`config.mk`:
```
export PLATFORM = sky130hd
export DESIGN_NAME = step_pulse_scheduler_core
export DESIGN_NICKNAME = d
export VERILOG_FILES = /design/src/rtl/sps_pkg.sv /design/src/rtl/sps_cmd_queue.sv /design/src/rtl/sps_result_queue.sv /design/src/rtl/sps_engine.sv /design/src/rtl/step_pulse_scheduler_core.sv
export SDC_FILE = /design/constraint.sdc
export NUM_CORES = 2
export LEC_CHECK = 0
export BUFFER_PORTS_ARGS = -buffer_cell sky130_fd_sc_hd__buf_2
export CORE_MARGIN = 4
export CORE_UTILIZATION = 45
export CTS_CLUSTER_SIZE = 10
export DETAILED_ROUTE_END_ITERATION = 8
export SETUP_SLACK_MARGIN = 0.2
export SYNTH_ARGS = -nofsm -noshare
export SYNTH_HDL_FRONTEND = slang
export SYNTH_HIERARCHICAL = 1
export SYNTH_SLANG_ARGS = --single-unit
```
`constraint.sdc`:
```
create_clock -name clk -period 20.5 [get_ports clk]
set_input_delay 4.1 -clock clk [delete_from_list [all_inputs] [get_ports clk]]
set_output_delay 4.1 -clock clk [all_outputs]
set_load 0.05 [all_outputs]
```
`src/rtl/sps_pkg.sv`:
```
// ----------------------------------------------------------------------------
// Step pulse scheduler package
// Shared request and result types, command and fault codes, helpers.
// ----------------------------------------------------------------------------
package sps_pkg;

    localparam int QUEUE_DEPTH = 16;
    localparam int QI_W = $clog2(QUEUE_DEPTH);
    localparam int QF_W = $clog2(QUEUE_DEPTH + 1);

    localparam logic [31:0] POS_BIAS = 32'h4000_0000;

    typedef enum logic [2:0] {
        CMD_TICK      = 3'd0,
        CMD_QUEUE     = 3'd1,
        CMD_SET_DIR   = 3'd2,
        CMD_RESET_CLK = 3'd3,
        CMD_GET_POS   = 3'd4,
        CMD_STOP      = 3'd5
    } cmd_t;

    localparam logic [2:0] FAULT_NONE       = 3'd0;
    localparam logic [2:0] FAULT_ZERO_COUNT = 3'd1;
    localparam logic [2:0] FAULT_TOO_PAST   = 3'd2;
    localparam logic [2:0] FAULT_RST_ACTIVE = 3'd3;
    localparam logic [2:0] FAULT_QUEUE_FULL = 3'd4;

    localparam logic [1:0] CFG_PULSE  = 2'd0;
    localparam logic [1:0] CFG_SINGLE = 2'd1;
    localparam logic [1:0] CFG_INVERT = 2'd2;
    localparam logic [1:0] CFG_PAST   = 2'd3;

    typedef struct packed {
        logic [2:0]         command;
        logic [31:0]        interval;
        logic [15:0]        step_count;
        logic signed [15:0] interval_delta;
        logic               direction;
        logic [31:0]        clock_value;
    } req_t;

    typedef struct packed {
        logic               step_level;
        logic               dir_level;
        logic               step_edge;
        logic               active;
        logic signed [31:0] position;
        logic [2:0]         fault;
        logic [4:0]         queue_used;
        logic               needs_reset;
    } res_t;

    // True when a lies before b on the wrapping time line.
    function automatic logic is_before(input logic [31:0] a, input logic [31:0] b);
        logic [31:0] d;
        d = a - b;
        return d[31];
    endfunction

    function automatic logic [31:0] sext16(input logic [15:0] v);
        return {{16{v[15]}}, v};
    endfunction

    // Position magnitude with the edges still pending taken off.
    function automatic logic [31:0] unbiased(input logic [31:0] bp, input logic [17:0] edges,
                                             input logic single);
        logic [31:0] p;
        p = bp - (single ? {14'd0, edges} : {15'd0, edges[17:1]});
        if (p[31])
        begin
            p = 32'd0 - p;
        end
        return p;
    endfunction

endpackage

```
`src/rtl/sps_cmd_queue.sv`:
```
// ----------------------------------------------------------------------------
// Request queue
// Two-entry queue that takes requests in front of the step engine.
// ----------------------------------------------------------------------------
module sps_cmd_queue (
    input  logic          clk,
    input  logic          rst_n,
    input  logic          push,
    input  sps_pkg::req_t wdata,
    output logic          full,
    output logic          valid,
    input  logic          take,
    output sps_pkg::req_t rdata
);
    import sps_pkg::*;

    req_t       mem_reg [2];
    logic       wp_reg;
    logic       rp_reg;
    logic [1:0] cnt_reg;
    logic       do_push;
    logic       do_pop;

    assign full    = cnt_reg == 2'd2;
    assign valid   = cnt_reg != 2'd0;
    assign rdata   = mem_reg[rp_reg];
    assign do_push = push && !full;
    assign do_pop  = take && valid;

    // Storage needs no reset.
    always_ff @(posedge clk)
    begin
        if (do_push)
        begin
            mem_reg[wp_reg] <= wdata;
        end
    end

    // Pointers and occupancy.
    always_ff @(posedge clk or negedge rst_n)
    begin
        if (!rst_n)
        begin
            wp_reg  <= 1'b0;
            rp_reg  <= 1'b0;
            cnt_reg <= 2'd0;
        end
        else
        begin
            if (do_push)
            begin
                wp_reg <= ~wp_reg;
            end
            if (do_pop)
            begin
                rp_reg <= ~rp_reg;
            end
            cnt_reg <= cnt_reg + {1'b0, do_push} - {1'b0, do_pop};
        end
    end

endmodule

```
`src/rtl/sps_result_queue.sv`:
```
// ----------------------------------------------------------------------------
// Result queue
// Two-entry queue that holds results until the consumer takes them.
// ----------------------------------------------------------------------------
module sps_result_queue (
    input  logic          clk,
    input  logic          rst_n,
    input  logic          push,
    input  sps_pkg::res_t wdata,
    output logic          full,
    output logic          empty,
    input  logic          pop,
    output sps_pkg::res_t rdata
);
    import sps_pkg::*;

    res_t       mem_reg [2];
    logic       wp_reg;
    logic       rp_reg;
    logic [1:0] cnt_reg;
    logic       do_push;
    logic       do_pop;

    assign full    = cnt_reg == 2'd2;
    assign empty   = cnt_reg == 2'd0;
    assign rdata   = mem_reg[rp_reg];
    assign do_push = push && !full;
    assign do_pop  = pop && !empty;

    // Storage needs no reset.
    always_ff @(posedge clk)
    begin
        if (do_push)
        begin
            mem_reg[wp_reg] <= wdata;
        end
    end

    // Pointers and occupancy.
    always_ff @(posedge clk or negedge rst_n)
    begin
        if (!rst_n)
        begin
            wp_reg  <= 1'b0;
            rp_reg  <= 1'b0;
            cnt_reg <= 2'd0;
        end
        else
        begin
            if (do_push)
            begin
                wp_reg <= ~wp_reg;
            end
            if (do_pop)
            begin
                rp_reg <= ~rp_reg;
            end
            cnt_reg <= cnt_reg + {1'b0, do_push} - {1'b0, do_pop};
        end
    end

endmodule

```
`src/rtl/sps_engine.sv`:
```
// ----------------------------------------------------------------------------
// Step engine
// Executes one request a cycle while go is high: timing, move queue, pins, position, faults.
// ----------------------------------------------------------------------------
module sps_engine (
    input  logic          clk,
    input  logic          rst_n,
    input  logic          cfg_we,
    input  logic [1:0]    cfg_index,
    input  logic [23:0]   cfg_data,
    input  logic          go,
    input  sps_pkg::req_t req,
    output sps_pkg::res_t res
);
    import sps_pkg::*;

    // Configuration registers.
    logic [15:0] pulse_reg;
    logic        single_reg;
    logic        invert_reg;
    logic [23:0] past_reg;

    // Scheduler state.
    logic [31:0] ct_reg, ct_next;
    logic [31:0] wake_reg, wake_next;
    logic [31:0] nst_reg, nst_next;
    logic [31:0] sint_reg, sint_next;
    logic [15:0] iadd_reg, iadd_next;
    logic [17:0] edges_reg, edges_next;
    logic [31:0] bp_reg, bp_next;
    logic        last_reg, last_next;
    logic        ndir_reg, ndir_next;
    logic        rn_reg, rn_next;
    logic        pin_reg, pin_next;
    logic        dpin_reg, dpin_next;
    logic [2:0]  fault_reg, fault_next;
    logic [QI_W-1:0] head_reg, head_next;
    logic [QI_W-1:0] tail_reg, tail_next;
    logic [QF_W-1:0] fill_reg, fill_next;

    // Move queue storage.
    logic [47:0] qt_mem [QUEUE_DEPTH];
    logic [16:0] qc_mem [QUEUE_DEPTH];

    logic        q_we;
    logic [47:0] q_wt;
    logic [16:0] q_wc;

    logic        do_load;
    logic        from_step;
    logic        bypass;
    logic        stop_req;
    logic [47:0] mv_t;
    logic [16:0] mv_c;
    logic [31:0] min_next;
    logic [31:0] min2;
    logic [31:0] late;
    logic [17:0] cnt;
    logic        dirflag;
    logic [31:0] pos;

    function automatic logic [QI_W-1:0] wrap_inc(input logic [QI_W-1:0] p);
        return (p == QI_W'(QUEUE_DEPTH - 1)) ? '0 : p + 1'b1;
    endfunction

    // Request execution, in the order of the scheduling rules.
    always_comb
    begin
        ct_next = ct_reg;       wake_next = wake_reg;   nst_next = nst_reg;
        sint_next = sint_reg;   iadd_next = iadd_reg;   edges_next = edges_reg;
        bp_next = bp_reg;       last_next = last_reg;   ndir_next = ndir_reg;
        rn_next = rn_reg;       pin_next = pin_reg;     dpin_next = dpin_reg;
        fault_next = fault_reg; head_next = head_reg;   tail_next = tail_reg;
        fill_next = fill_reg;
        q_we = 1'b0;
        q_wt = {req.interval_delta, req.interval};
        q_wc = 17'd0;
        do_load = 1'b0;
        from_step = 1'b0;
        bypass = 1'b0;
        stop_req = 1'b0;
        min_next = '0;
        min2 = '0;
        late = '0;
        cnt = '0;
        dirflag = 1'b0;
        pos = '0;
        mv_t = '0;
        mv_c = '0;

        if (go)
        begin
            if (req.command == CMD_TICK)
            begin
                ct_next = ct_reg + 32'd1;
                if (fault_reg == FAULT_NONE && edges_reg != '0
                    && !is_before(ct_next, wake_reg))
                begin
                    // Step event.
                    pin_next = ~pin_reg;
                    min_next = ct_next + {16'd0, pulse_reg};
                    cnt = edges_reg - 18'd1;
                    if (cnt[0] && !single_reg)
                    begin
                        edges_next = cnt;
                        wake_next = min_next;
                    end
                    else if (cnt != '0)
                    begin
                        nst_next = nst_reg + sint_reg;
                        sint_next = sint_reg + sext16(iadd_reg);
                        edges_next = cnt;
                        wake_next = is_before(nst_next, min_next) ? min_next : nst_next;
                    end
                    else
                    begin
                        wake_next = min_next;
                        from_step = 1'b1;
                        if (fill_reg == '0)
                        begin
                            edges_next = '0;
                        end
                        else
                        begin
                            do_load = 1'b1;
                        end
                    end
                end
            end
            else if (fault_reg == FAULT_NONE)
            begin
                case (req.command)
                    CMD_QUEUE:
                    begin
                        if (fill_reg == QF_W'(QUEUE_DEPTH))
                        begin
                            fault_next = FAULT_QUEUE_FULL;
                            stop_req = 1'b1;
                        end
                        else if (req.step_count == 16'd0)
                        begin
                            fault_next = FAULT_ZERO_COUNT;
                            stop_req = 1'b1;
                        end
                        else if (!(edges_reg == '0 && rn_reg))
                        begin
                            dirflag = last_reg != ndir_reg;
                            last_next = last_reg ^ dirflag;
                            q_we = 1'b1;
                            q_wc = {dirflag, req.step_count};
                            tail_next = wrap_inc(tail_reg);
                            fill_next = fill_reg + 1'b1;
                            // An idle engine takes the new move at once.
                            if (edges_reg == '0)
                            begin
                                do_load = 1'b1;
                                bypass = 1'b1;
                            end
                        end
                    end
                    CMD_SET_DIR:
                    begin
                        ndir_next = req.direction;
                    end
                    CMD_RESET_CLK:
                    begin
                        if (edges_reg != '0)
                        begin
                            fault_next = FAULT_RST_ACTIVE;
                            stop_req = 1'b1;
                        end
                        else
                        begin
                            nst_next = req.clock_value;
                            wake_next = req.clock_value;
                            rn_next = 1'b0;
                        end
                    end
                    CMD_STOP:
                    begin
                        stop_req = 1'b1;
                    end
                    default:
                    begin
                    end
                endcase
            end

            // Load the next move from the queue.
            if (do_load)
            begin
                mv_t = bypass ? q_wt : qt_mem[head_reg];
                mv_c = bypass ? q_wc : qc_mem[head_reg];
                head_next = wrap_inc(head_reg);
                fill_next = fill_next - 1'b1;
                bp_next = (mv_c[16] ? (32'd0 - bp_next) : bp_next) + {16'd0, mv_c[15:0]};
                iadd_next = mv_t[47:32];
                sint_next = mv_t[31:0] + sext16(mv_t[47:32]);
                min2 = wake_next;
                nst_next = nst_next + mv_t[31:0];
                wake_next = nst_next;
                edges_next = single_reg ? {2'd0, mv_c[15:0]} : {1'b0, mv_c[15:0], 1'b0};
                late = min2 - nst_next;
                if (from_step && is_before(nst_next, min2) && late > {8'd0, past_reg})
                begin
                    fault_next = FAULT_TOO_PAST;
                    stop_req = 1'b1;
                end
                else
                begin
                    if (from_step && is_before(nst_next, min2))
                    begin
                        wake_next = min2;
                    end
                    if (mv_c[16])
                    begin
                        dpin_next = ~dpin_reg;
                        min_next = ct_next + {16'd0, pulse_reg};
                        if (from_step && is_before(wake_next, min_next))
                        begin
                            wake_next = min_next;
                        end
                    end
                end
            end

            // Stop, alone or as the tail of a fault; the first fault sticks.
            if (stop_req)
            begin
                if (fault_reg != FAULT_NONE)
                begin
                    fault_next = fault_reg;
                end
                pos = unbiased(bp_next, edges_next, single_reg);
                bp_next = 32'd0 - pos;
                nst_next = '0;
                wake_next = '0;
                edges_next = '0;
                last_next = 1'b0;
                ndir_next = 1'b0;
                rn_next = 1'b1;
                dpin_next = 1'b0;
                if (!single_reg)
                begin
                    pin_next = invert_reg;
                end
                head_next = '0;
                tail_next = '0;
                fill_next = '0;
            end
        end
    end

    // Result of the request being executed.
    always_comb
    begin
        res.step_level  = pin_next;
        res.dir_level   = dpin_next;
        res.step_edge   = pin_next ^ pin_reg;
        res.active      = edges_next != '0;
        res.position    = unbiased(bp_next, edges_next, single_reg) - POS_BIAS;
        res.fault       = fault_next;
        res.queue_used  = 5'(fill_next);
        res.needs_reset = rn_next;
    end

    // Move queue write port.
    always_ff @(posedge clk)
    begin
        if (q_we)
        begin
            qt_mem[tail_reg] <= q_wt;
            qc_mem[tail_reg] <= q_wc;
        end
    end

    // Configuration and state registers.
    always_ff @(posedge clk or negedge rst_n)
    begin
        if (!rst_n)
        begin
            pulse_reg <= 16'd32;   single_reg <= 1'b0;
            invert_reg <= 1'b0;    past_reg <= 24'd16000;
            ct_reg <= '0;    wake_reg <= '0;   nst_reg <= '0;   sint_reg <= '0;
            iadd_reg <= '0;  edges_reg <= '0;  bp_reg <= 32'd0 - POS_BIAS;
            last_reg <= 1'b0; ndir_reg <= 1'b0; rn_reg <= 1'b0;
            pin_reg <= 1'b0; dpin_reg <= 1'b0; fault_reg <= FAULT_NONE;
            head_reg <= '0;  tail_reg <= '0;   fill_reg <= '0;
        end
        else
        begin
            if (cfg_we)
            begin
                case (cfg_index)
                    CFG_PULSE:  pulse_reg  <= cfg_data[15:0];
                    CFG_SINGLE: single_reg <= cfg_data[0];
                    CFG_INVERT: invert_reg <= cfg_data[0];
                    CFG_PAST:   past_reg   <= cfg_data;
                    default:    pulse_reg  <= pulse_reg;
                endcase
            end
            ct_reg <= ct_next;     wake_reg <= wake_next;   nst_reg <= nst_next;
            sint_reg <= sint_next; iadd_reg <= iadd_next;   edges_reg <= edges_next;
            bp_reg <= bp_next;     last_reg <= last_next;   ndir_reg <= ndir_next;
            rn_reg <= rn_next;     pin_reg <= pin_next;     dpin_reg <= dpin_next;
            fault_reg <= fault_next; head_reg <= head_next; tail_reg <= tail_next;
            fill_reg <= fill_next;
        end
    end

endmodule

```
`src/rtl/step_pulse_scheduler_core.sv`:
```
// ----------------------------------------------------------------------------
// Step pulse scheduler core
// Plays queued stepper moves against a tick time base and reports pin state.
// ----------------------------------------------------------------------------
//  Channel   Handshake          Payload
//  request   push / full        item   (sps_pkg::req_t)
//  result    pop / empty        result (sps_pkg::res_t)
//  config    cfg_we             cfg_index, cfg_data
//
// One request is executed per clock while the result queue has room; a result
// passes the request queue and the result queue before it can be popped. The
// rate is one request a cycle, set by the single step engine. Reset clears all
// control state at once. A stalled result side fills the two-entry queues on
// each side of the engine, after which full is raised.
module step_pulse_scheduler_core (
    input  logic          clk,
    input  logic          rst_n,
    input  logic          push,
    output logic          full,
    input  sps_pkg::req_t item,
    output logic          empty,
    input  logic          pop,
    output sps_pkg::res_t result,
    input  logic          cfg_we,
    input  logic [1:0]    cfg_index,
    input  logic [23:0]   cfg_data
);
    import sps_pkg::*;

    req_t req;
    res_t res;
    logic req_valid;
    logic res_full;
    logic go;

    assign go = req_valid && !res_full;

    // Front: request queue.
    sps_cmd_queue u_front (
        .clk   (clk),
        .rst_n (rst_n),
        .push  (push),
        .wdata (item),
        .full  (full),
        .valid (req_valid),
        .take  (go),
        .rdata (req)
    );

    // Back: step engine.
    sps_engine u_engine (
        .clk       (clk),
        .rst_n     (rst_n),
        .cfg_we    (cfg_we),
        .cfg_index (cfg_index),
        .cfg_data  (cfg_data),
        .go        (go),
        .req       (req),
        .res       (res)
    );

    // Result queue.
    sps_result_queue u_out (
        .clk   (clk),
        .rst_n (rst_n),
        .push  (go),
        .wdata (res),
        .full  (res_full),
        .empty (empty),
        .pop   (pop),
        .rdata (result)
    );

endmodule
```
* Word level (Yosys, flattened, before mapping)
Memories as Yosys holds them, arrays and structs flattened.
Cells that the tools add are included.
** Word-level totals
- Register bits :: 265
- RAM bits :: 1330
- Bits of input ports :: 131
- Output and inout bits :: 47
- Word-level logic and storage cells :: 297
- Memories kept :: 4
** Operators by class
- $add $sub $neg :: 29
- Order comparisons :: 1
- Equal/unequal tests :: 18
- Mux-type cells :: 166
- Bitwise logic cells :: 8
- Reductions and logical operators :: 45
** Memories
- u_engine.qt_mem :: words 16, width 48, rd ports 1, clocked after Yosys merged registers in 0, wr ports 1, line sps_engine.sv:42 : logic [47:0] qt_mem [QUEUE_DEPTH];
- u_engine.qc_mem :: words 16, width 17, rd ports 1, clocked after Yosys merged registers in 0, wr ports 1, line sps_engine.sv:43 : logic [16:0] qc_mem [QUEUE_DEPTH];
- u_front.mem_reg :: words 2, width 100, rd ports 1, clocked after Yosys merged registers in 0, wr ports 1, line sps_cmd_queue.sv:17 : req_t mem_reg [2];
- u_out.mem_reg :: words 2, width 45, rd ports 1, clocked after Yosys merged registers in 0, wr ports 1, line sps_result_queue.sv:17 : res_t mem_reg [2];
** Operator list (number)
- $mux W32 :: 44
- $sub A32 B32 Y32 :: 7
- $mux W18 :: 11
- $mux W17 :: 10
- $add A32 B32 Y32 :: 4
- $sub A1 B32 Y32 const A :: 4
- $add A32 B16 Y32 :: 3
- $mux W1 :: 67
- $reduce_bool A18 Y1 :: 3
- $mux W5 :: 10
- $mux W48 :: 1
- $mux W4 :: 11
- $add A32 B1 Y32 const B :: 1
- $gt A32 B24 Y1 :: 1
- $sub A32 B31 Y32 const B :: 1
- $mux W3 :: 10
- $logic_not A18 Y1 :: 1
- $sub A18 B1 Y18 const B :: 1
- $logic_not A16 Y1 :: 1
- $reduce_bool A2 Y1 :: 8
- $logic_and A1 B1 Y1 :: 12
- $reduce_and A2 Y1 :: 6
- $ne A2 B2 Y1 const B :: 5
- $add A4 B1 Y4 const B :: 2
- 24 further kinds :: 43

* Logic depth before layout (Yosys ltp)
- Depth in word-level cells :: 26
- Depth in mapped cells :: 100
- Mapped depth without buffers :: 93

* Cells and area by module
The synthesis kept the hierarchy.
** By module, submodules not included
- sps_engine :: instances 1, cells an instance 6625, area each 76542.2 sq um
- sps_cmd_queue :: instances 1, cells an instance 329, area each 7866.3 sq um
- sps_result_queue :: instances 1, cells an instance 158, area each 3644.7 sq um
- step_pulse_scheduler_core :: instances 1, cells an instance 1, area each 13.8 sq um

* Least setup slack after synthesis
No wires, ideal clock.
- Path kind :: reg-to-reg
- Start :: register u_engine.ct_reg[3]
- End :: memory u_out/mem_reg[0][40] in the netlist's numbering (data pin)
- Arrival :: 18.540 ns
- Data required time :: 20.238 ns
- Slack :: 1.697 ns
- Cell stages (with the launch flop) :: 97
- Path buffers :: 9
- Period minus slack after synthesis :: 18.803 ns
- Path through :: dfrtp_1 buf_4 and4_1 nand3_1 nor4_1 and3_1 nand4_1 xor2_1 inv_1 ha_1 and3_1 nand4_1 or4_1 o221a_2 and3_1 or3_1 nor3_1 clkbuf_1 [61 not listed] a21oi_1 o21ai_0 a21oi_1 o21ai_0 a21oi_1 o21bai_1 a21oi_1 o21ai_0 o21ai_0 nand2b_1 a21oi_1 nor4b_1 nor4b_1 xnor2_1 a22o_1 o31ai_1 o31a_1 mux2_2
** RTL lines
- from (decl) :: line sps_engine.sv:24 : logic [31:0] ct_reg, ct_next;
- from (signal assigned) :: line sps_engine.sv:302 : ct_reg <= ct_next; wake_reg <= wake_next; nst_reg <= nst_next;
- to (decl) :: line sps_result_queue.sv:17

==> impl_results.md <==
* Status: finished, final reports clean
* Filler instances at 16870
* Avg Synthesized Cell Area at 12.38 µm²
* Initial antenna violation count at 3
* Non-filler instance count after layout at between 10000 and 15000
* DR WL met3 at 17460 µm
* Uppermost layer routed: met4
* Combinational share of power at 0.535
* Power Density at 168.2 mW/mm²
* Ys async rst share at 0.1661
* CP peak stage delay at around 0.7 ns
* Cell variety after synth at 114
* # port buffers at approximately 180
* Top delay family on crit path: compound AO/OA/AOI/OAI gates
* Mapped cell area at 0.08807 mm²
* VDD IR max at 0.08674 mV
* Sequential area share after synthesis at 0.5289
* Clk slew on worst S/H paths at 0.06 ns
* Drt total wl at 261600 µm
* Htree depth at 4
* Dominant cell type by area after synthesis: edfxtp_1
* Largest net degree at the start of global routing at 92
* DR WL/cell at 26.16 µm
* Fin Setup TNS at 0 ns
* MaxCap Viol Count at 0
* Die extent in x at 450.4 µm
* Reg power frac at 0.276
* Starting density of the core at 0.4521
* Gr ovfl total at 0
* CTS tree: yes
* Final Hold Viols at 0
* CP Launch Type: flip-flop
* Total Power at 16.46 mW
* Critical Path Fanout Max at 12
* Die area at between 0.2 and 0.25 mm²
* Switching fraction of total power at 0.4377
* Worst path most repeated cell: o21ai_0
* RSZ-0062 raised after global routing: no
* Wl on met1 at 113700 µm
* Vias/cell at 5.999
* Number of flip-flops under the largest register name at 768
* Clock power share at 0.190
* Global placer's final weighted congestion at approximately 0.96
* Drt drc at 0
* Post-Synthesis Cells at around 7100
* Fin util at 0.5026
* Actual slew at the worst max-slew pin at 1.181 ns
* Worst path required time at between 20 and 25 ns
* Skew-Pair Late Insertion Delay at 0.86 ns
* Final slew viol count at 0
* # IOs at 178
* Top FF cell, synth: edfxtp_1
* Number of synthesized flops with an enable pin at around 1300
* Vias in the first global route at 59130
* Reg area at 0.04661 mm²
* Syn nets at approximately 7700
* WP buf/inv at 8
* Routed vias at 60010
* Worst Path Arrival at 19.47 ns
* Area Growth Syn to Fin at 11.16%
* GR Util All Layers at 0.2537
* Die Ht at 450.4 µm
* DRT iter0 DRCs at between 5000 and 6000
* Clk buf depth at 3
* Core footprint at 0.1948 mm²
* Slowest cell on crit path: or4b_2
* Area of the multi-input gates at approximately 0.04 mm²
* Post-route clock period utilization at 0.9226
* Layout cells sized above 1 at 0.1696
* CTS Sinks at 1595
* Root Buffer: clkbuf_16
* Setup Skew at approximately 0.058 ns
* DP Wirelength at 178600 µm
* Synth warn at 6
* Row cnt at ~160
* Met2 wire len at 119600 µm
* Setup-failing EPs final at 0
* Pre-antenna DRT Iters at 8
* Fmax at roughly 53 MHz
* Cts bufs inserted at between 150 and 200
* Net switching power at around 7 mW
* Antenna-violating nets left at 0
* #FFs+latches synth at 1595
* Leak at 36.23 nW
* # placed instances at ~9700
* Final worst path period need at 18.91 ns
* Critical path type: flip-flop to flip-flop
* Hold WC Path Type: flip-flop to flip-flop
* Max_slew headroom at 0.2056
* Cell-internal power at 9.257 mW
* Final nets at between 7000 and 8000
* Global-route wire length before repair at about 390000 µm
* Synth top area share at 0.4535
* Setup crit end kind: flip-flop
* Top cells by area, synth: edfxtp_1, mux4_2, dfrtp_1, ha_1, xnor2_1
cell type report:
type	instances	share of cell area
Antenna cell	2	0.00005112
Clock buffer	241	0.05093
Clock inverter	40	0.006633
Inverter	340	0.01304
Multi-Input combinational cell	4843	0.3992
Sequential cell	1595	0.4761
Tap cell	2624	0.03354
Timing Repair Buffer	318	0.02055
power groups by stage:
stage | Combinational, mW | Clock (mW) | Sequential, mW
floorplan | 6.26 | 0 | 4.43
global placement | 8.53 | 0 | 4.59
detailed placement | 8.61 | 0 | 4.60
CTS | 8.66 | 3.20 | 4.53
global route | 9.59 | 3.32 | 4.58
finish | 8.80 | 3.12 | 4.54
placed cells by master, fill, tap and decap left out, drive strengths merged, types with 241 or more instances in the layout:
cell type and instances:
nor2 434, xnor2 304, mux4 325, dfrtp 256, nand2 669, a21oi 381
edfxtp 1330, o21ai 400, inv 342, buf 318, clkbuf 241, ha 404
final timing paths:
kind	start	to	slack, ns	depth (start not counted)
setup / recovery	u_engine/ct_reg[4]	u_out/mem_reg[1][40]	1.59	89
hold / removal	u_out/cnt_reg[1]	u_out/cnt_reg[1]	0.51	1
setup reg to reg	u_engine/ct_reg[4]	u_out/mem_reg[1][40]	1.59	89
hold reg to reg	u_out/cnt_reg[1]	u_out/cnt_reg[1]	0.51	1
max in group asynchronous	rst_n	u_engine/sint_reg[11]	15.18	3
min in group asynchronous	rst_n	u_engine/ct_reg[4]	3.15	1
cell usage after synthesis (82+ instances only):
cell,n
mux2_2,82
a21o_1,103
nand2_1,669
nor3_1,141
edfxtp_1,1330
xnor2_1,303
mux2_4,130
nand3_1,129
ha_1,404
mux4_2,325
dfrtp_1,256
clkbuf_1,244
a21oi_1,379
o21ai_0,392
nor2_1,434
inv_1,339
xor2_1,140
cells by family after synthesis:
family / Yosys count / share of synthesized area
and+or+nand+nor: 1925 / 0.1057
adders and majority gates: 414 / 0.05967
DFF: 1595 / 0.5289
xor gates and xnor gates: 447 / 0.04501
AOI/OAI and AO/OA: 1454 / 0.1052
muxes: 603 / 0.1233
buffers and inverters: 675 / 0.03221
what timing repair did:
| action | 4_1_cts | 5_1_grt |
|---|---|---|
| hold buffers | 0 | 0 |
| setup endpoints to repair | 8 | 62 |
| resized for setup | 1 | 64 |
| pin swaps | 0 | 2 |
| buffers inserted | 0 | 3 |
metal layers:
| metal | track usage | vias up |
|---|---|---|
| met3 | 0.03803 | 456 |
| met2 | 0.3984 | 2259 |
| met4 | 0.09709 | 0 |
| met1 | 0.3573 | 30100 |
| met5 | 0 | - |
| li1 | - | 27190 |
stage by stage:
stage,cell area (µm²),hold slack [ns],worst slack [ns]
after floorplan,88070,0.4604,1.697
after global placement,92020,0.4911,0.3044
after detailed placement,92020,0.4971,0.2966
after CTS,97670,0.5079,0.3167
after global routing,97900,0.5159,0.1083
final,97900,0.5062,1.587
(Power assumes the default switching activity.)
